[config.mk]
export PLATFORM = sky130hd
export DESIGN_NAME = column_rle_sprite_decoder_unit
export DESIGN_NICKNAME = d
export VERILOG_FILES = /design/src/hdl/crsd_pkg.sv /design/src/hdl/crsd_front.sv /design/src/hdl/crsd_queue.sv /design/src/hdl/crsd_back.sv /design/src/hdl/column_rle_sprite_decoder_unit.sv
export VERILOG_INCLUDE_DIRS = /design/src /design/src/hdl
export SDC_FILE = /design/constraint.sdc
export NUM_CORES = 1
export LEC_CHECK = 0
export ABC_AREA = 1
export BUFFER_PORTS_ARGS = -buffer_cell sky130_fd_sc_hd__buf_4
export CAP_MARGIN = 20
export CORE_UTILIZATION = 45
export CTS_BUF_LIST = sky130_fd_sc_hd__clkbuf_16
export CTS_CLUSTER_DIAMETER = 80
export DETAILED_ROUTE_END_ITERATION = 7
export PLACE_DENSITY = 0.63
export SLEW_MARGIN = 15
export SYNTH_ARGS = -nofsm -noshare
export SYNTH_HDL_FRONTEND = slang
export SYNTH_HIERARCHICAL = 1
export SYNTH_SLANG_ARGS = --single-unit
[constraint.sdc]
create_clock -name clk -period 5.7 [get_ports clk]
set_input_delay 0.57 -clock clk [delete_from_list [all_inputs] [get_ports clk]]
set_output_delay 0.57 -clock clk [all_outputs]
set_load 0.02 [all_outputs]
[src/hdl/column_rle_sprite_decoder_unit_assert.svh]
// Assertion macros for the column RLE sprite decoder.
`ifndef COLUMN_RLE_SPRITE_DECODER_UNIT_ASSERT_SVH
`define COLUMN_RLE_SPRITE_DECODER_UNIT_ASSERT_SVH

// Same-cycle implication, checked out of reset.
`define CRSD_ASSERT_IMP(lbl, ante, cons, msg) \
  lbl: assert property (@(posedge clk) disable iff (!rst_n) (ante) |-> (cons)) \
    else $error(msg);

// Next-cycle implication, checked out of reset.
`define CRSD_ASSERT_NXT(lbl, ante, cons, msg) \
  lbl: assert property (@(posedge clk) disable iff (!rst_n) (ante) |=> (cons)) \
    else $error(msg);

`endif

[src/hdl/crsd_pkg.sv]
// Shared types, codes and constants of the column RLE sprite decoder.
package crsd_pkg;

  localparam int DEF_MAX_COLUMNS = 1024;
  localparam int DEF_MAX_ROWS    = 1024;
  localparam int ROW_MAX_W       = 12;   // row index width at the largest row count
  localparam int Q_DEPTH         = 2;
  localparam int CFG_DATA_W      = 11;
  localparam int CFG_INDEX_W     = 2;

  // Register indexes of the configuration port
  localparam logic [CFG_INDEX_W-1:0] CFG_FRAME_COLUMNS = 2'd0;
  localparam logic [CFG_INDEX_W-1:0] CFG_ORIGIN_X      = 2'd1;
  localparam logic [CFG_INDEX_W-1:0] CFG_ORIGIN_Y      = 2'd2;

  // Column op codes and data byte codes
  localparam logic [7:0] OP_SKIP     = 8'hFF;
  localparam logic [7:0] OP_DECODE   = 8'h80;
  localparam logic [7:0] OP_COPY     = 8'h00;
  localparam logic [7:0] REPEAT_MIN  = 8'd224;
  localparam logic [7:0] REPEAT_BIAS = 8'd223;

  // Result kinds
  localparam logic RK_PIXEL     = 1'b0;
  localparam logic RK_FRAME_END = 1'b1;

  typedef struct packed {
    logic [7:0] code_byte;
    logic       frame_head;
  } in_beat_t;

  typedef struct packed {
    logic        result_kind;
    logic [10:0] pos_x;
    logic [10:0] pos_y;
    logic [7:0]  pixel_value;
    logic        last;
  } out_beat_t;

  // Work handed from the parser to the pixel writer
  typedef struct packed {
    logic [5:0]           pix_cnt;
    logic [7:0]           pixel;
    logic [10:0]          pos_x;
    logic [ROW_MAX_W-1:0] row;
    logic                 frame_end;
  } job_t;

  typedef struct packed {
    logic full;
    logic empty;
  } q_stat_t;

endpackage

[src/hdl/crsd_front.sv]
// Byte parser: walks the column/packet/sequence structure and issues write jobs.
module crsd_front import crsd_pkg::*; #(
  parameter int MAX_COLUMNS = DEF_MAX_COLUMNS,
  parameter int MAX_ROWS    = DEF_MAX_ROWS
) (
  input  logic        clk,
  input  logic        rst_n,
  input  logic        in_valid,
  output logic        in_stall,
  input  in_beat_t    in_data,
  input  logic [10:0] frame_columns,
  input  logic [9:0]  origin_x,
  input  q_stat_t     q_stat,
  output logic        q_push,
  output job_t        q_job
);

  localparam int COL_W = $clog2(MAX_COLUMNS + 1);
  localparam int ROW_W = $clog2(MAX_ROWS);
  localparam int SUM_W = ((ROW_W > 8) ? ROW_W : 8) + 1;
  localparam int XS_W  = ((COL_W > 10) ? COL_W : 10) + 1;
  localparam int EFF_W = (COL_W > 11) ? COL_W : 11;
  localparam logic [SUM_W-1:0] ROW_LIMIT = SUM_W'(MAX_ROWS - 1);
  localparam logic [EFF_W-1:0] COL_LIMIT = EFF_W'(MAX_COLUMNS);

  typedef enum logic [2:0] {
    PH_OP, PH_COUNT, PH_COUNT_ONLY, PH_SEQLEN, PH_DELTA, PH_DATA, PH_REPVAL, PH_DONE
  } phase_t;

  phase_t           phase_r, phase_nxt, phase_cur;
  logic [COL_W-1:0] col_r, col_nxt, col_cur, col_inc;
  logic [ROW_W-1:0] row_r, row_nxt, row_cur;
  logic [7:0]       pkt_r, pkt_nxt, pkt_cur;
  logic [7:0]       seq_r, seq_nxt, seq_cur;
  logic             dm_r, dm_nxt, dm_cur;
  logic [5:0]       rep_r, rep_nxt, rep_cur;

  logic             accept, fs;
  logic [7:0]       b;
  logic [7:0]       add_amt;
  logic [SUM_W-1:0] row_sum, row_sat;
  logic [XS_W-1:0]  x_sum;
  logic [EFF_W-1:0] eff_cols;
  logic             do_endseq, do_endcol;

  assign in_stall = q_stat.full;
  assign accept   = in_valid && !q_stat.full;
  assign b        = in_data.code_byte;
  assign fs       = in_data.frame_head;

  always_comb begin
    // a frame head restarts the parser before this byte is parsed
    phase_cur = fs ? PH_OP : phase_r;
    col_cur   = fs ? '0 : col_r;
    row_cur   = fs ? '0 : row_r;
    pkt_cur   = fs ? '0 : pkt_r;
    seq_cur   = fs ? '0 : seq_r;
    dm_cur    = fs ? 1'b0 : dm_r;
    rep_cur   = fs ? '0 : rep_r;

    if (frame_columns == '0) begin
      eff_cols = EFF_W'(1);
    end else if (EFF_W'(frame_columns) > COL_LIMIT) begin
      eff_cols = COL_LIMIT;
    end else begin
      eff_cols = EFF_W'(frame_columns);
    end

    phase_nxt = phase_cur;
    col_nxt   = col_cur;
    pkt_nxt   = pkt_cur;
    seq_nxt   = seq_cur;
    dm_nxt    = dm_cur;
    rep_nxt   = rep_cur;
    add_amt   = '0;
    do_endseq = 1'b0;
    do_endcol = 1'b0;

    x_sum = XS_W'(origin_x) + XS_W'(col_cur);
    q_job.pix_cnt   = '0;
    q_job.pixel     = b;
    q_job.pos_x     = x_sum[10:0];
    q_job.row       = ROW_MAX_W'(row_cur);
    q_job.frame_end = 1'b0;

    case (phase_cur)
      PH_OP: begin
        if (b == OP_SKIP) begin
          do_endcol = 1'b1;
        end else if (b inside {OP_DECODE, OP_COPY}) begin
          dm_nxt    = (b == OP_DECODE);
          phase_nxt = PH_COUNT;
        end else begin
          phase_nxt = PH_COUNT_ONLY;
        end
      end
      PH_COUNT: begin
        pkt_nxt   = b;
        phase_nxt = PH_SEQLEN;
      end
      PH_COUNT_ONLY: do_endcol = 1'b1;
      PH_SEQLEN: begin
        seq_nxt   = b;
        pkt_nxt   = pkt_cur - b - 8'd2;
        phase_nxt = PH_DELTA;
      end
      PH_DELTA: begin
        add_amt = b;
        if (seq_cur == '0) begin
          do_endseq = 1'b1;
        end else begin
          phase_nxt = PH_DATA;
        end
      end
      PH_DATA: begin
        seq_nxt = seq_cur - 8'd1;
        if (dm_cur && (b inside {[REPEAT_MIN:8'hFF]})) begin
          rep_nxt   = 6'(b - REPEAT_BIAS);
          phase_nxt = PH_REPVAL;
        end else begin
          q_job.pix_cnt = 6'd1;
          add_amt       = 8'd1;
          do_endseq     = (seq_nxt == '0);
        end
      end
      PH_REPVAL: begin
        seq_nxt       = (seq_cur != '0) ? seq_cur - 8'd1 : seq_cur;
        q_job.pix_cnt = rep_cur;
        add_amt       = 8'(rep_cur);
        rep_nxt       = '0;
        if (seq_nxt == '0) begin
          do_endseq = 1'b1;
        end else begin
          phase_nxt = PH_DATA;
        end
      end
      PH_DONE: ;
      default: phase_nxt = PH_DONE;
    endcase

    // Advance the row with saturation at the last row
    row_sum = SUM_W'(row_cur) + SUM_W'(add_amt);
    row_sat = (row_sum > ROW_LIMIT) ? ROW_LIMIT : row_sum;
    row_nxt = ROW_W'(row_sat);

    if (do_endseq) begin
      if (pkt_cur != '0) begin
        phase_nxt = PH_SEQLEN;
      end else begin
        do_endcol = 1'b1;
      end
    end

    col_inc = col_cur + COL_W'(1);
    if (do_endcol) begin
      col_nxt = col_inc;
      row_nxt = '0;
      if (EFF_W'(col_inc) >= eff_cols) begin
        q_job.frame_end = 1'b1;
        phase_nxt       = PH_DONE;
      end else begin
        phase_nxt = PH_OP;
      end
    end

    q_push = accept && ((q_job.pix_cnt != '0) || q_job.frame_end);
  end

  always_ff @(posedge clk) begin
    if (!rst_n) begin
      phase_r <= PH_OP;
      col_r   <= '0;
      row_r   <= '0;
      pkt_r   <= '0;
      seq_r   <= '0;
      dm_r    <= 1'b0;
      rep_r   <= '0;
    end else if (accept) begin
      phase_r <= phase_nxt;
      col_r   <= col_nxt;
      row_r   <= row_nxt;
      pkt_r   <= pkt_nxt;
      seq_r   <= seq_nxt;
      dm_r    <= dm_nxt;
      rep_r   <= rep_nxt;
    end
  end

endmodule

[src/hdl/crsd_queue.sv]
// Short job queue between the parser and the pixel writer.
module crsd_queue import crsd_pkg::*; (
  input  logic    clk,
  input  logic    rst_n,
  input  logic    push,
  input  job_t    push_job,
  input  logic    pop,
  output job_t    head_job,
  output q_stat_t stat
);

  localparam int PTR_W = (Q_DEPTH > 1) ? $clog2(Q_DEPTH) : 1;
  localparam int CNT_W = $clog2(Q_DEPTH + 1);
  localparam logic [PTR_W-1:0] PTR_LAST = PTR_W'(Q_DEPTH - 1);

  job_t             slot_r [Q_DEPTH];
  logic [PTR_W-1:0] wr_ptr_r, wr_ptr_nxt, rd_ptr_r, rd_ptr_nxt;
  logic [CNT_W-1:0] cnt_r, cnt_nxt;

  assign stat.full  = (cnt_r == CNT_W'(Q_DEPTH));
  assign stat.empty = (cnt_r == '0);
  assign head_job   = slot_r[rd_ptr_r];

  always_comb begin
    wr_ptr_nxt = wr_ptr_r;
    rd_ptr_nxt = rd_ptr_r;
    cnt_nxt    = cnt_r;
    if (push) begin
      wr_ptr_nxt = (wr_ptr_r == PTR_LAST) ? '0 : wr_ptr_r + PTR_W'(1);
    end
    if (pop) begin
      rd_ptr_nxt = (rd_ptr_r == PTR_LAST) ? '0 : rd_ptr_r + PTR_W'(1);
    end
    if (push && !pop) begin
      cnt_nxt = cnt_r + CNT_W'(1);
    end else if (pop && !push) begin
      cnt_nxt = cnt_r - CNT_W'(1);
    end
  end

  always_ff @(posedge clk) begin
    if (!rst_n) begin
      wr_ptr_r <= '0;
      rd_ptr_r <= '0;
      cnt_r    <= '0;
    end else begin
      wr_ptr_r <= wr_ptr_nxt;
      rd_ptr_r <= rd_ptr_nxt;
      cnt_r    <= cnt_nxt;
    end
  end

  always_ff @(posedge clk) begin
    if (push) begin
      slot_r[wr_ptr_r] <= push_job;
    end
  end

endmodule

[src/hdl/crsd_back.sv]
// Pixel writer: expands one job into pixel beats and the frame-end beat.
module crsd_back import crsd_pkg::*; #(
  parameter int MAX_ROWS = DEF_MAX_ROWS
) (
  input  logic       clk,
  input  logic       rst_n,
  input  q_stat_t    q_stat,
  input  job_t       q_job,
  output logic       q_pop,
  input  logic [9:0] origin_y,
  output logic       out_valid,
  input  logic       out_stall,
  output out_beat_t  out_data
);

  localparam int ROW_W = $clog2(MAX_ROWS);
  localparam int YS_W  = ((ROW_W > 10) ? ROW_W : 10) + 1;
  localparam logic [ROW_W-1:0] ROW_LAST = ROW_W'(MAX_ROWS - 1);

  logic             job_v_r, job_v_nxt;
  logic [5:0]       rem_r, rem_nxt;
  logic [ROW_W-1:0] row_r, row_nxt;
  logic [10:0]      x_r, x_nxt;
  logic [7:0]       pix_r, pix_nxt;
  logic             fe_r, fe_nxt;
  logic             out_valid_r, out_valid_nxt;
  out_beat_t        out_data_r, out_data_nxt;

  logic             emit;
  logic [YS_W-1:0]  y_sum;
  out_beat_t        res;

  assign out_valid = out_valid_r;
  assign out_data  = out_data_r;

  always_comb begin
    q_pop = !job_v_r && !q_stat.empty;
    emit  = job_v_r && (!out_valid_r || !out_stall);
    y_sum = YS_W'(origin_y) + YS_W'(row_r);

    if (rem_r != '0) begin
      res.result_kind = RK_PIXEL;
      res.pos_x       = x_r;
      res.pos_y       = y_sum[10:0];
      res.pixel_value = pix_r;
      res.last        = (rem_r == 6'd1) && !fe_r;
    end else begin
      // Frame end sits one column past the last pixel column, at row zero
      res.result_kind = RK_FRAME_END;
      res.pos_x       = x_r + 11'd1;
      res.pos_y       = 11'(origin_y);
      res.pixel_value = '0;
      res.last        = 1'b1;
    end

    job_v_nxt     = job_v_r;
    rem_nxt       = rem_r;
    row_nxt       = row_r;
    x_nxt         = x_r;
    pix_nxt       = pix_r;
    fe_nxt        = fe_r;
    out_valid_nxt = out_valid_r;
    out_data_nxt  = out_data_r;

    if (q_pop) begin
      job_v_nxt = 1'b1;
      rem_nxt   = q_job.pix_cnt;
      row_nxt   = ROW_W'(q_job.row);
      x_nxt     = q_job.pos_x;
      pix_nxt   = q_job.pixel;
      fe_nxt    = q_job.frame_end;
    end

    if (emit) begin
      out_valid_nxt = 1'b1;
      out_data_nxt  = res;
      if (rem_r != '0) begin
        rem_nxt = rem_r - 6'd1;
        row_nxt = (row_r == ROW_LAST) ? row_r : row_r + ROW_W'(1);
      end
      if (res.last) begin
        job_v_nxt = 1'b0;
      end
    end else if (out_valid_r && !out_stall) begin
      out_valid_nxt = 1'b0;
    end
  end

  always_ff @(posedge clk) begin
    if (!rst_n) begin
      job_v_r     <= 1'b0;
      out_valid_r <= 1'b0;
    end else begin
      job_v_r     <= job_v_nxt;
      out_valid_r <= out_valid_nxt;
    end
  end

  always_ff @(posedge clk) begin
    rem_r      <= rem_nxt;
    row_r      <= row_nxt;
    x_r        <= x_nxt;
    pix_r      <= pix_nxt;
    fe_r       <= fe_nxt;
    out_data_r <= out_data_nxt;
  end

endmodule

[src/hdl/column_rle_sprite_decoder_unit.sv]
// Top level of the column RLE sprite decoder: parser, job queue and pixel writer.
// Path: a byte's results pass the job queue, the writer's job registers and the output register.
// Throughput: the pixel writer loads a job, then issues one beat per cycle while out_stall is low,
// and it takes no new job until the last beat of the current one has been issued.
// Reset (rst_n low, synchronous): parser expects a column op, queue and output empty,
// frame_columns = 1, origin_x = origin_y = 0; no clearing pass.
module column_rle_sprite_decoder_unit import crsd_pkg::*; #(
  parameter int MAX_COLUMNS = DEF_MAX_COLUMNS,
  parameter int MAX_ROWS    = DEF_MAX_ROWS
) (
  input  logic                   clk,
  input  logic                   rst_n,
  input  logic                   in_valid,
  output logic                   in_stall,
  input  in_beat_t               in_data,
  output logic                   out_valid,
  input  logic                   out_stall,
  output out_beat_t              out_data,
  input  logic                   cfg_wr_en,
  input  logic [CFG_INDEX_W-1:0] cfg_index,
  input  logic [CFG_DATA_W-1:0]  cfg_data
);

`include "column_rle_sprite_decoder_unit_assert.svh"

  // Configuration registers; the user must write them only while the decoder is idle (not enforced here)
  logic [10:0] frame_columns_r;
  logic [9:0]  origin_x_r;
  logic [9:0]  origin_y_r;

  // Parser to writer hand-off
  logic    q_push, q_pop;
  job_t    push_job, head_job;
  q_stat_t q_stat;

  always_ff @(posedge clk) begin
    if (!rst_n) begin
      frame_columns_r <= 11'd1;
      origin_x_r      <= '0;
      origin_y_r      <= '0;
    end else if (cfg_wr_en) begin
      case (cfg_index)
        CFG_FRAME_COLUMNS: frame_columns_r <= cfg_data;
        CFG_ORIGIN_X:      origin_x_r      <= cfg_data[9:0];
        CFG_ORIGIN_Y:      origin_y_r      <= cfg_data[9:0];
        default: ;  // drop writes to unused indexes
      endcase
    end
  end

  // Front: takes one byte per cycle while the queue has room, updates the
  // parse state in that cycle and posts a job for every byte with results.
  crsd_front #(
    .MAX_COLUMNS (MAX_COLUMNS),
    .MAX_ROWS    (MAX_ROWS)
  ) u_front (
    .clk           (clk),
    .rst_n         (rst_n),
    .in_valid      (in_valid),
    .in_stall      (in_stall),
    .in_data       (in_data),
    .frame_columns (frame_columns_r),
    .origin_x      (origin_x_r),
    .q_stat        (q_stat),
    .q_push        (q_push),
    .q_job         (push_job)
  );

  crsd_queue u_queue (
    .clk      (clk),
    .rst_n    (rst_n),
    .push     (q_push),
    .push_job (push_job),
    .pop      (q_pop),
    .head_job (head_job),
    .stat     (q_stat)
  );

  // Back: loads a job, then issues one beat per cycle into the output
  // register while out_stall is low; a job ends with the frame-end beat when flagged.
  crsd_back #(
    .MAX_ROWS (MAX_ROWS)
  ) u_back (
    .clk       (clk),
    .rst_n     (rst_n),
    .q_stat    (q_stat),
    .q_job     (head_job),
    .q_pop     (q_pop),
    .origin_y  (origin_y_r),
    .out_valid (out_valid),
    .out_stall (out_stall),
    .out_data  (out_data)
  );

  // The parser never posts into a full queue
  `CRSD_ASSERT_IMP(a_no_push_full, q_stat.full, !q_push, "job pushed into full queue")
  // Within one byte's results the writer has the next beat ready right away
  `CRSD_ASSERT_NXT(a_run_contiguous, out_valid && !out_stall && !out_data.last, out_valid,
    "gap inside the results of one byte")

endmodule
Yosys cells after proc, flatten, opt, wreduce, memory -nomap -nowiden
Memory sizes are Yosys's and may differ from the RTL's. A register that Yosys moved wholly into a read port is not among the register bits.
Cells that the tools add are included.
{"block": "op_classes", "shifts": 0, "eq_ne": 14, "multipliers": 0, "add_sub_neg": 15, "n_div": 0, "magnitude_cmp": 5, "mux": 65, "n_reduce_logical": 38, "n_bitwise": 0}
{"cell": "$mux W10", "count": 7}
{"cell": "$pmux W8 S3", "count": 2}
{"cell": "$mux W11", "count": 4}
{"cell": "$logic_not A8 Y1", "count": 4}
{"cell": "$mux W32", "count": 1}
{"cell": "$mux W6", "count": 5}
{"cell": "$mux W3", "count": 9}
{"cell": "$mux W1", "count": 25}
{"cell": "$mux W8", "count": 3}
{"cell": "$pmux W6 S2", "count": 2}
{"cell": "$add A11 B1 Y11 const B", "count": 2}
{"cell": "$pmux W3 S6", "count": 1}
{"cell": "$eq A8 B8 Y1 const B", "count": 2}
{"cell": "$pmux W8 S2", "count": 1}
{"cell": "$reduce_bool A8 Y1", "count": 2}
{"cell": "$reduce_bool A6 Y1", "count": 2}
{"cell": "$add A10 B10 Y11", "count": 1}
{"cell": "$add A10 B11 Y11", "count": 1}
{"cell": "$add A10 B8 Y11", "count": 1}
{"cell": "$ge A11 B11 Y1", "count": 1}
{"cell": "$gt A11 B10 Y1 const B", "count": 1}
{"cell": "$gt A11 B11 Y1 const B", "count": 1}
{"cell": "$logic_not A11 Y1", "count": 1}
{"cell": "$add A10 B1 Y10 const B", "count": 1}
{"cell": "28 further kinds", "count": 57}
{"block": "totals", "output_inout_bits": 34, "word_cells": 164, "regBits": 152, "n_memories": 1, "latchBits": 0, "ramBits": 72, "rom_bits": 0}
{"memory": "u_queue.slot_r", "depth": 2, "word_bits": 36, "read_ports": 1, "rd_ports_with_merged_regs": 1, "write_ports": 1, "line": "crsd_queue.sv:16", "text": "job_t slot_r [Q_DEPTH];"}

Longest topological paths before layout
Gate-level depths: netlist (run 1).
{"block": "logic_depth", "ltp_word": 14, "depth_mapped": 26, "mapped_depth_nobuf": 25}

Modules after synthesis
Netlist (run 1), hierarchy kept.
{"module": "crsd_front", "area_per_inst_um2": 4938.5, "instances": 1, "seq_area_each_um2": 940.9, "cells_per_inst": 795}
{"module": "crsd_back", "area_per_inst_um2": 3632.2, "instances": 1, "seq_area_each_um2": 2021.9, "cells_per_inst": 367}
{"module": "crsd_queue", "area_per_inst_um2": 3051.7, "instances": 1, "seq_area_each_um2": 2382.3, "cells_per_inst": 153}
{"module": "column_rle_sprite_decoder_unit", "area_per_inst_um2": 1303.8, "instances": 1, "seq_area_each_um2": 620.6, "cells_per_inst": 201}

Worst setup path after synthesis (run 1)
No wires, ideal clock.
{"block": "synth_path", "path_kind": "input to register", "start": "input in_data[0] (netlist name)", "end": "memory u_queue/slot_r[0][0] (netlist name), enable pin", "arrival_time_ns": 4.524, "setup_ns": 0.433, "path_buffers": 2, "slack_ns": 0.743, "path_stages": 21, "path_cell_list": "inv_2 -> buf_6 -> buf_4 -> nand2_1 -> inv_1 -> ha_1 -> nand3_1 -> nor2_1 -> nand3_1 -> xor2_1 -> ha_1 -> nand2_1 -> nor2_1 -> nand3_1 -> o2111ai_1 -> a41oi_1 -> inv_1 -> nand2_1 -> a21oi_1 -> inv_1 -> nor2_1"}
{"block": "synth_via", "elab_chain_len": 12}
{"element": "start, declared", "line": "column_rle_sprite_decoder_unit.sv:15", "text": "input in_beat_t in_data,"}
{"element": "branches (longest 8 deep; another with $add A11 B1 Y11)"}
{"element": "$logic_or A1 B1 Y1 (*)", "line": "crsd_front.sv:166", "text": "q_push = accept && ((q_job.pix_cnt != '0) || q_job.frame_end);"}
{"element": "$logic_and A1 B1 Y1 (*)", "line": "crsd_front.sv:166"}
{"element": "net q_push", "line": "column_rle_sprite_decoder_unit.sv:32", "text": "logic q_push, q_pop;"}
{"element": "$mux W1 (*)", "line": "crsd_queue.sv:54", "text": "if (push) begin"}
{"element": "$mux W1 (implied by the code) (*)", "line": "crsd_queue.sv:55", "text": "slot_r[wr_ptr_r] <= push_job;"}
{"element": "end, declared", "line": "crsd_queue.sv:16"}
Mark *: on every way through the listed nets, which the timed path passes.

Final worst setup path (run 1)
{"block": "layout_path", "start": "input in_data[0] (netlist name)", "end": "memory u_queue/slot_r[1][33] (netlist name), enable pin"}
Same word-level chain as after synthesis.

==> results_dict.tcl, run 1 <==
set metrics [dict create \
    path_max_fanout 30 \
    grt_max_degree 53 \
    wl_per_cell_um 14.6 \
    grt_usage 0.198 \
    ctsResizeCount 0 \
    area_delta_synth_final_pct 11.6 \
    utilization 0.511 \
    drtAntennaViolNets 0 \
    crit_path_end_kind "register" \
    first_pass_iters 7 \
    coreArea_um2 27900 \
    cts.htree.levels 1 \
    clk_latency_ns 0.52 \
    viasPerCell 5.07 \
    clkTransAtPathRegs_ns 0.06 \
    cap_violations 0 \
    fin_crit_ns 4.36 \
    hold_viol_final 0 \
    clock_sinks 225 \
    setup_viol 0 \
    max_freq_ghz 0.229 \
    antenna_cells 0 \
    ir_worst_vdd_mv 0.225 \
    grt_pass1_wl_mm 45.9 \
    period_share 0.765 \
    finalWirelength_mm 28.4 \
    grt_pass1_vias 9153 \
    slew_headroom 0.308 \
    layout.cells.non_filler 1948 \
    grt_setup_unrepaired "false" \
    fin_worst_skew_ns 0.0142 \
    nNetsFinal 1646 \
    slew_viol_final 0 \
    fp-row-count 61 \
    cts_root_buffer "clkbuf_16" \
    hold_class "input port to register" \
    cts_setup_buffers 0 \
    dr_total_vias 9885 \
    arrival_ns 4.59 \
    whs_ns 0.296 \
    dp.cells 1901 \
    worstPathRequired_ns 5.92 \
    syn_inst 1507 \
    place.gp.congestion 0.880 \
    initial_core_util 0.458 \
    leakage_nw 6.36 \
    drc 0 \
    die_h_um 170 \
    fin_tns_setup_ns 0 \
    synth_nets 1602 \
    antenna_found_initial 0 \
    cts_tree "built" \
    drive_gt1_frac 0.116 \
    netlist_area_um2 12800 \
    first_iter_violations 685 \
    pin_count 61 \
    dp_hpwl_mm 20.2 \
    dieArea_um2 29000 \
    avgSynthCellArea_um2 8.47 \
    reg2reg_slack_ns 1.57 \
    fp.dieW_um 170 \
    total_power_mw 5.47 \
    yosys_warnings 6 \
    cts_buffers 26 \
    status "finished, final reports clean" \
    power_density_nw_per_um2 384 \
    crit_path_start_kind "input port" \
    worstMarginPinSlew_ns 1.04 \
    clockBufferDepth 3 \
    grt_overflow 0 \
    path_class "input port to register" \
    port_buffers 60 \
    postCtsHoldBufs 0 \
]
-- state kept, by name, indices dropped and copies added, names as in the netlist, 2 cells and up, named ones only --
signal	count
frame_columns_r	11
origin_x_r	10
origin_y_r	10
u_back/out_data	32
u_back/pix_r	8
u_back/rem_r	6
u_back/row_r	10
u_back/x_r	11
u_front/col_r	11
u_front/phase_r	3
u_front/pkt_r	8
u_front/rep_r	6
u_front/row_r	10
u_front/seq_r	8
u_queue/cnt_r	2
u_queue/slot_r	72
-- cell usage in the layout (no fill, tap or decap), types with 5 or more instances in the layout --
master	instances
a21oi_1	86
a221oi_1	11
a31oi_1	6
buf_4	66
clkbuf_16	27
clkinv_1	10
dfxtp_1	90
edfxtp_1	134
ha_1	64
inv_1	221
mux2_2	21
mux2_4	18
nand2_1	337
nand2_2	9
nand3_1	86
nand4_1	12
nor2_1	159
nor2_2	6
nor2_4	7
nor3_1	10
nor4_1	5
o21ai_0	63
o21ai_1	9
o221ai_1	6
o22ai_1	6
xnor2_1	14
xor2_1	34
-- metal layers --
layer | global-route usage | part of all wire | vias up
met4 | 0.0478 | 0.016 | 0
met2 | 0.328 | 0.46 | 242
li1 | - | - | 5040
met3 | 0.0244 | 0.049 | 30
met5 | 0 | 0 | -
met1 | 0.273 | 0.47 | 4573
-- cell type report --
type	instances	area (µm²)
inverters	221	830
flip-flops and latches	225	5850
clock buffers	27	676
repair buffers	69	551
clock inverters	20	95.1
fillers	2597	13600
well taps	378	473
multi-input cells	1008	5770
-- per-stage QoR --
step | instance area (µm²) | setup slack (ns)
after floorplan | 12800 | 0.829
after global routing | 14200 | 0.866
after global placement | 13500 | 0.958
after detailed placement | 13500 | 0.838
after CTS | 14200 | 1.38
final | 14200 | 1.34
-- worst max-delay path: stages --
cell       delay, ns
buf_4           0.23
inv_2           0.39
nand2_1         0.16
inv_1           0.16
nand2_1         0.07
nor3_1          0.20
nand3_1         0.14
nor2_1          0.17
nand3_1         0.11
xor2_1          0.18
ha_1            0.33
nand2_1         0.08
nor2_1          0.13
nand3_1         0.10
o2111ai_1       0.10
a41oi_1         0.06
inv_1           0.07
nand2_1         0.13
a21oi_1         0.29
nand2_1         0.11
inv_1           0.52
buf_12          0.26
-- final timing paths --
check	to	depth (start not counted)	start
setup reg to reg	u_queue/slot_r[1][33]	18	u_front/col_r[0]
setup / recovery	u_queue/slot_r[1][33]	22	in_data[0]
hold reg to reg	u_front/seq_r[4]	2	u_front/seq_r[4]
hold / removal	u_queue/slot_r[1][28]	1	in_data[5]
-- power by group --
| part | leakage (nW) | total, mW | internal, mW | switching [mW] |
|---|---|---|---|---|
| Clock | 0.388 | 1.49 | 0.850 | 0.638 |
| Combinational | 3.95 | 1.66 | 0.644 | 1.02 |
| Sequential | 2.02 | 2.32 | 2.11 | 0.209 |
(Power assumes the default switching activity.)
==> run 2, diff against run 1 <==
PLACE_DENSITY = 0.66   (was 0.63)
clock period = 3.9 ns   (was 5.7 ns; I/O delays follow)
==> results_dict.tcl, run 2 (same netlist as run 1, synthesis figures left out) <==
set metrics [dict create \
    hold_viol_final 0 \
    cts.htree.levels 1 \
    grt_pass1_vias 9491 \
    max_stage_delay_ns 0.32 \
    antenna_cells 0 \
    path_max_fanout 36 \
    dr_total_vias 9995 \
    grt_overflow 0 \
    cts_setup_buffers 0 \
    worstMarginPinSlew_ns 1.04 \
    port_buffers 60 \
    nNetsFinal 1664 \
    crit_buf_inv 5 \
    fp.dieW_um 170 \
    final_cell_mix "337 x nand2_1, 222 x inv_1, 158 x nor2_1" \
    leakage_nw 6.46 \
    crit_path_start_kind "register" \
    area_delta_synth_final_pct 12.9 \
    path_class "register to register" \
    drc 0 \
    ir_worst_vdd_mv 0.268 \
    place.gp.congestion 0.938 \
    worst_path_most_repeated_cell "inv_1" \
    power_density_nw_per_um2 558 \
    grt_usage 0.204 \
    pin_count 61 \
    fp-row-count 61 \
    hold_class "input port to register" \
    worstPathRequired_ns 4.10 \
    grt_setup_unrepaired "false" \
    cts_buffers 26 \
    max_flop_register "u_queue/slot_r" \
    arrival_ns 3.67 \
    viasPerCell 5.08 \
    status "finished, final reports clean" \
    clock_sinks 225 \
    setup_viol 0 \
    cts_tree "built" \
    clk_latency_ns 0.53 \
    antenna_found_initial 0 \
    path_delay_family "simple AND/OR/NAND/NOR gates" \
    fin_worst_skew_ns 0.0268 \
    coreArea_um2 27900 \
    dp_hpwl_mm 20.9 \
    multi_input_area_um2 5770 \
    fin_crit_ns 3.47 \
    clockBufferDepth 3 \
    drtAntennaViolNets 0 \
    postCtsHoldBufs 0 \
    max_freq_ghz 0.288 \
    largest_register_ffs 72 \
    fillers 2582 \
    clkTransAtPathRegs_ns 0.06 \
    cap_violations 0 \
    slew_headroom 0.305 \
    first_pass_iters 5 \
    fin_tns_setup_ns 0 \
    slew_viol_final 0 \
    cts_root_buffer "clkbuf_16" \
    final_common_cell "nand2_1" \
    drive_gt1_frac 0.128 \
    die_h_um 170 \
    first_iter_violations 728 \
    wl_per_cell_um 14.7 \
    dieArea_um2 29000 \
    critical_path.slowest_cell "dfxtp_1" \
    initial_core_util 0.458 \
    period_share 0.889 \
    grt_pass1_wl_mm 47.1 \
    ctsResizeCount 0 \
    grt_max_degree 52 \
    whs_ns 0.108 \
    crit_path_end_kind "register" \
    finalWirelength_mm 29.0 \
    seq_area_um2 5850 \
    crit_path_cell_trace "inv_1 -> nor2_1 -> inv_1 -> nor3_1 -> nand3_1 -> nor2_1 -> nand3_1 -> xor2_1 -> ha_1 -> nand2_1 -> nor2_1 -> nand3_1 -> o2111ai_1 -> a41oi_1 -> inv_1 -> nand2_1 -> a21oi_2 -> nand2_1 -> inv_1 -> buf_12" \
]
run 2: through the flow:
stage                     instances  total power, mW  area, µm²   util  setup slack (ns)
after floorplan                1507             5.20      12800      -            0.0135
after global placement         1919             5.85      13600  0.488             0.219
after detailed placement       1919             5.89      13600  0.489             0.101
after CTS                      1967             8.12      14400  0.517             0.360
after global routing           1967             8.56      14400  0.517            0.0677
final                          1967             8.04      14400  0.517             0.434
run 2: worst paths after layout:
path,from,end,slack [ns],depth (start not counted)
worst max-delay path,u_front/col_r[4],u_queue/slot_r[1][28],0.43,20
worst min-delay path,cfg_data[3],origin_x_r[3],0.11,3
worst max register to register,u_front/col_r[4],u_queue/slot_r[1][28],0.43,20
worst min register to register,u_front/row_r[3],u_front/row_r[3],0.47,2
run 2: power breakdown:
group,switching (mW),internal (mW)
logic,1.49,0.952
clock network,0.953,1.25
registers,0.303,3.09
run 2: area by class of cell:
| type | instances | share of cell area |
|---|---|---|
| Clock buffer | 27 | 0.0469 |
| Clock inverter | 21 | 0.00756 |
| Inverter | 221 | 0.0576 |
| Multi-Input combinational cell | 1008 | 0.401 |
| Sequential cell | 225 | 0.406 |
| Tap cell | 378 | 0.0328 |
| Timing Repair Buffer | 87 | 0.0480 |
run 2: per-layer routing:
layer	track usage	vias up	wire length, µm
li1	-	5087	-
met1	0.276	4630	13600
met2	0.343	237	13400
met3	0.0260	41	1360
met4	0.0521	0	524
met5	0	-	0
run 2: worst reg2reg max path: stages, from the launching register on:
cell and delay (ns):
dfxtp_1 0.32, inv_1 0.06, nor2_1 0.13, inv_1 0.09
nor3_1 0.28, nand3_1 0.15, nor2_1 0.20, nand3_1 0.11
xor2_1 0.18, ha_1 0.32, nand2_1 0.08, nor2_1 0.14
nand3_1 0.09, o2111ai_1 0.08, a41oi_1 0.07, inv_1 0.07
nand2_1 0.09, a21oi_2 0.22, nand2_1 0.10, inv_1 0.11
buf_12 0.23
==> run 3, diff against run 2 <==
CORE_MARGIN = 5   (was not set)
==> results_dict.tcl, run 3 (same netlist as run 1, synthesis figures left out) <==
set metrics [dict create \
    status "finished, final reports clean" \
    wl_per_cell_um 14.9 \
    final_common_cell "nand2_1" \
    hold_viol_final 0 \
    initial_core_util 0.458 \
    crit_path_start_kind "register" \
    first_iter_violations 748 \
    fillers 2581 \
    place.gp.congestion 0.945 \
    ir_worst_vdd_mv 0.317 \
    fp-row-count 61 \
    cts.htree.levels 1 \
    dr_total_vias 9952 \
    coreArea_um2 27900 \
    clock_sinks 225 \
    power_density_nw_per_um2 565 \
    period_share 0.901 \
    first_pass_iters 5 \
    leakage_nw 6.42 \
    crit_buf_inv 5 \
    die_h_um 178 \
    grt_overflow 0 \
    grt_setup_unrepaired "false" \
    area_delta_synth_final_pct 12.3 \
    worstPathRequired_ns 4.10 \
    clkTransAtPathRegs_ns 0.06 \
    clk_latency_ns 0.52 \
    fin_tns_setup_ns 0 \
    worstMarginPinSlew_ns 1.05 \
    antenna_cells 0 \
    antenna_found_initial 0 \
    nNetsFinal 1657 \
    crit_path_end_kind "register" \
    dp.cells 1913 \
    port_buffers 60 \
    layout.cells.non_filler 1958 \
    drtAntennaViolNets 0 \
    seqPwrFrac 0.418 \
    fin_worst_skew_ns 0.0126 \
    pin_count 61 \
    sw_frac_of_total 0.341 \
    final_cell_mix "337 x nand2_1, 219 x inv_1, 159 x nor2_1" \
    netSwitchingPower_mw 2.76 \
    r2r_cells 20 \
    dp_hpwl_mm 20.7 \
    hold_class "input port to register" \
    max_flop_register "u_queue/slot_r" \
    dieArea_um2 31800 \
    path_class "register to register" \
    finalWirelength_mm 29.2 \
    cts_tree "built" \
    cap_violations 0 \
    clkPwrFrac 0.277 \
    grt_pass1_vias 9386 \
    p_int_mw 5.33 \
    arrival_ns 3.71 \
    cts_root_buffer "clkbuf_16" \
    worst_path_most_repeated_cell "inv_1" \
    clockBufferDepth 3 \
    critical_path.slowest_cell "dfxtp_1" \
    setup_viol 0 \
    slew_viol_final 0 \
    cts_buffers 25 \
    fin_crit_ns 3.52 \
    largest_register_ffs 72 \
    max_stage_delay_ns 0.33 \
    fp.dieW_um 178 \
    slew_headroom 0.299 \
    path_delay_family "simple AND/OR/NAND/NOR gates" \
    combPwrFrac 0.304 \
    drc 0 \
    path_max_fanout 36 \
    max_freq_ghz 0.284 \
    grt_max_degree 52 \
    viasPerCell 5.08 \
    drive_gt1_frac 0.125 \
    crit_path_cell_trace "inv_1 -> nor2_1 -> inv_1 -> nor3_1 -> nand3_1 -> nor2_1 -> nand3_1 -> xor2_1 -> ha_1 -> nand2_1 -> nor2_1 -> nand3_1 -> o2111ai_1 -> a41oi_1 -> inv_1 -> nand2_1 -> a21oi_2 -> inv_1 -> nor2_4 -> buf_12" \
    crit_cells 20 \
    grt_pass1_wl_mm 47.7 \
    whs_path_depth 1 \
    grt_usage 0.182 \
]
run 3: timing repair:
action | CTS | global route
gates resized for setup | 0 | 1
buffers inserted | 0 | 0
hold buffers | 0 | 0
endpoints found under the hold margin | 0 | 0
setup endpoints to repair | 0 | 43
run 3: through the flow:
stage	hold WS (ns)	setup WS (ns)	instance area, µm²	total power, mW	utilization
floorplan	0.441	0.0135	12800	5.20	-
global placement	0.452	0.241	13600	5.85	0.486
detailed placement	0.454	0.136	13600	5.91	0.486
CTS	0.107	0.314	14300	8.19	0.514
global route	0.116	0.0938	14300	8.61	0.514
finish	0.132	0.385	14300	8.10	0.514
run 3: worst paths after layout:
kind	slack (ns)	from	end
setup / recovery	0.38	u_front/col_r[4]	u_queue/slot_r[0][21]
hold / removal	0.13	in_data[5]	u_queue/slot_r[1][28]
setup reg to reg	0.38	u_front/col_r[4]	u_queue/slot_r[0][21]
hold reg to reg	0.46	u_front/rep_r[5]	u_front/rep_r[5]
run 3: area by class of cell:
cell class | instances | area, µm² | share of cell area
flip-flops and latches | 225 | 5850 | 0.408
multi-input cells | 1008 | 5770 | 0.403
inverters | 221 | 830 | 0.0579
repair buffers | 81 | 633 | 0.0442
clock buffers | 25 | 626 | 0.0437
well taps | 378 | 473 | 0.0330
clock inverters | 20 | 151 | 0.0106
run 3: power groups by stage:
stage	Clock, mW	Sequential [mW]	Combinational, mW
after floorplan	0	3.50	1.71
after global placement	0	3.43	2.42
after detailed placement	0	3.44	2.47
after CTS	2.32	3.39	2.48
after global routing	2.40	3.44	2.77
final	2.24	3.39	2.47
run 3: per-layer routing:
metal / global-route usage / vias to the layer above / part of all wire
li1: - / 5071 / -
met1: 0.255 / 4560 / 0.46
met2: 0.302 / 278 / 0.47
met3: 0.0242 / 43 / 0.055
met4: 0.0419 / 0 / 0.018
met5: 0 / - / 0
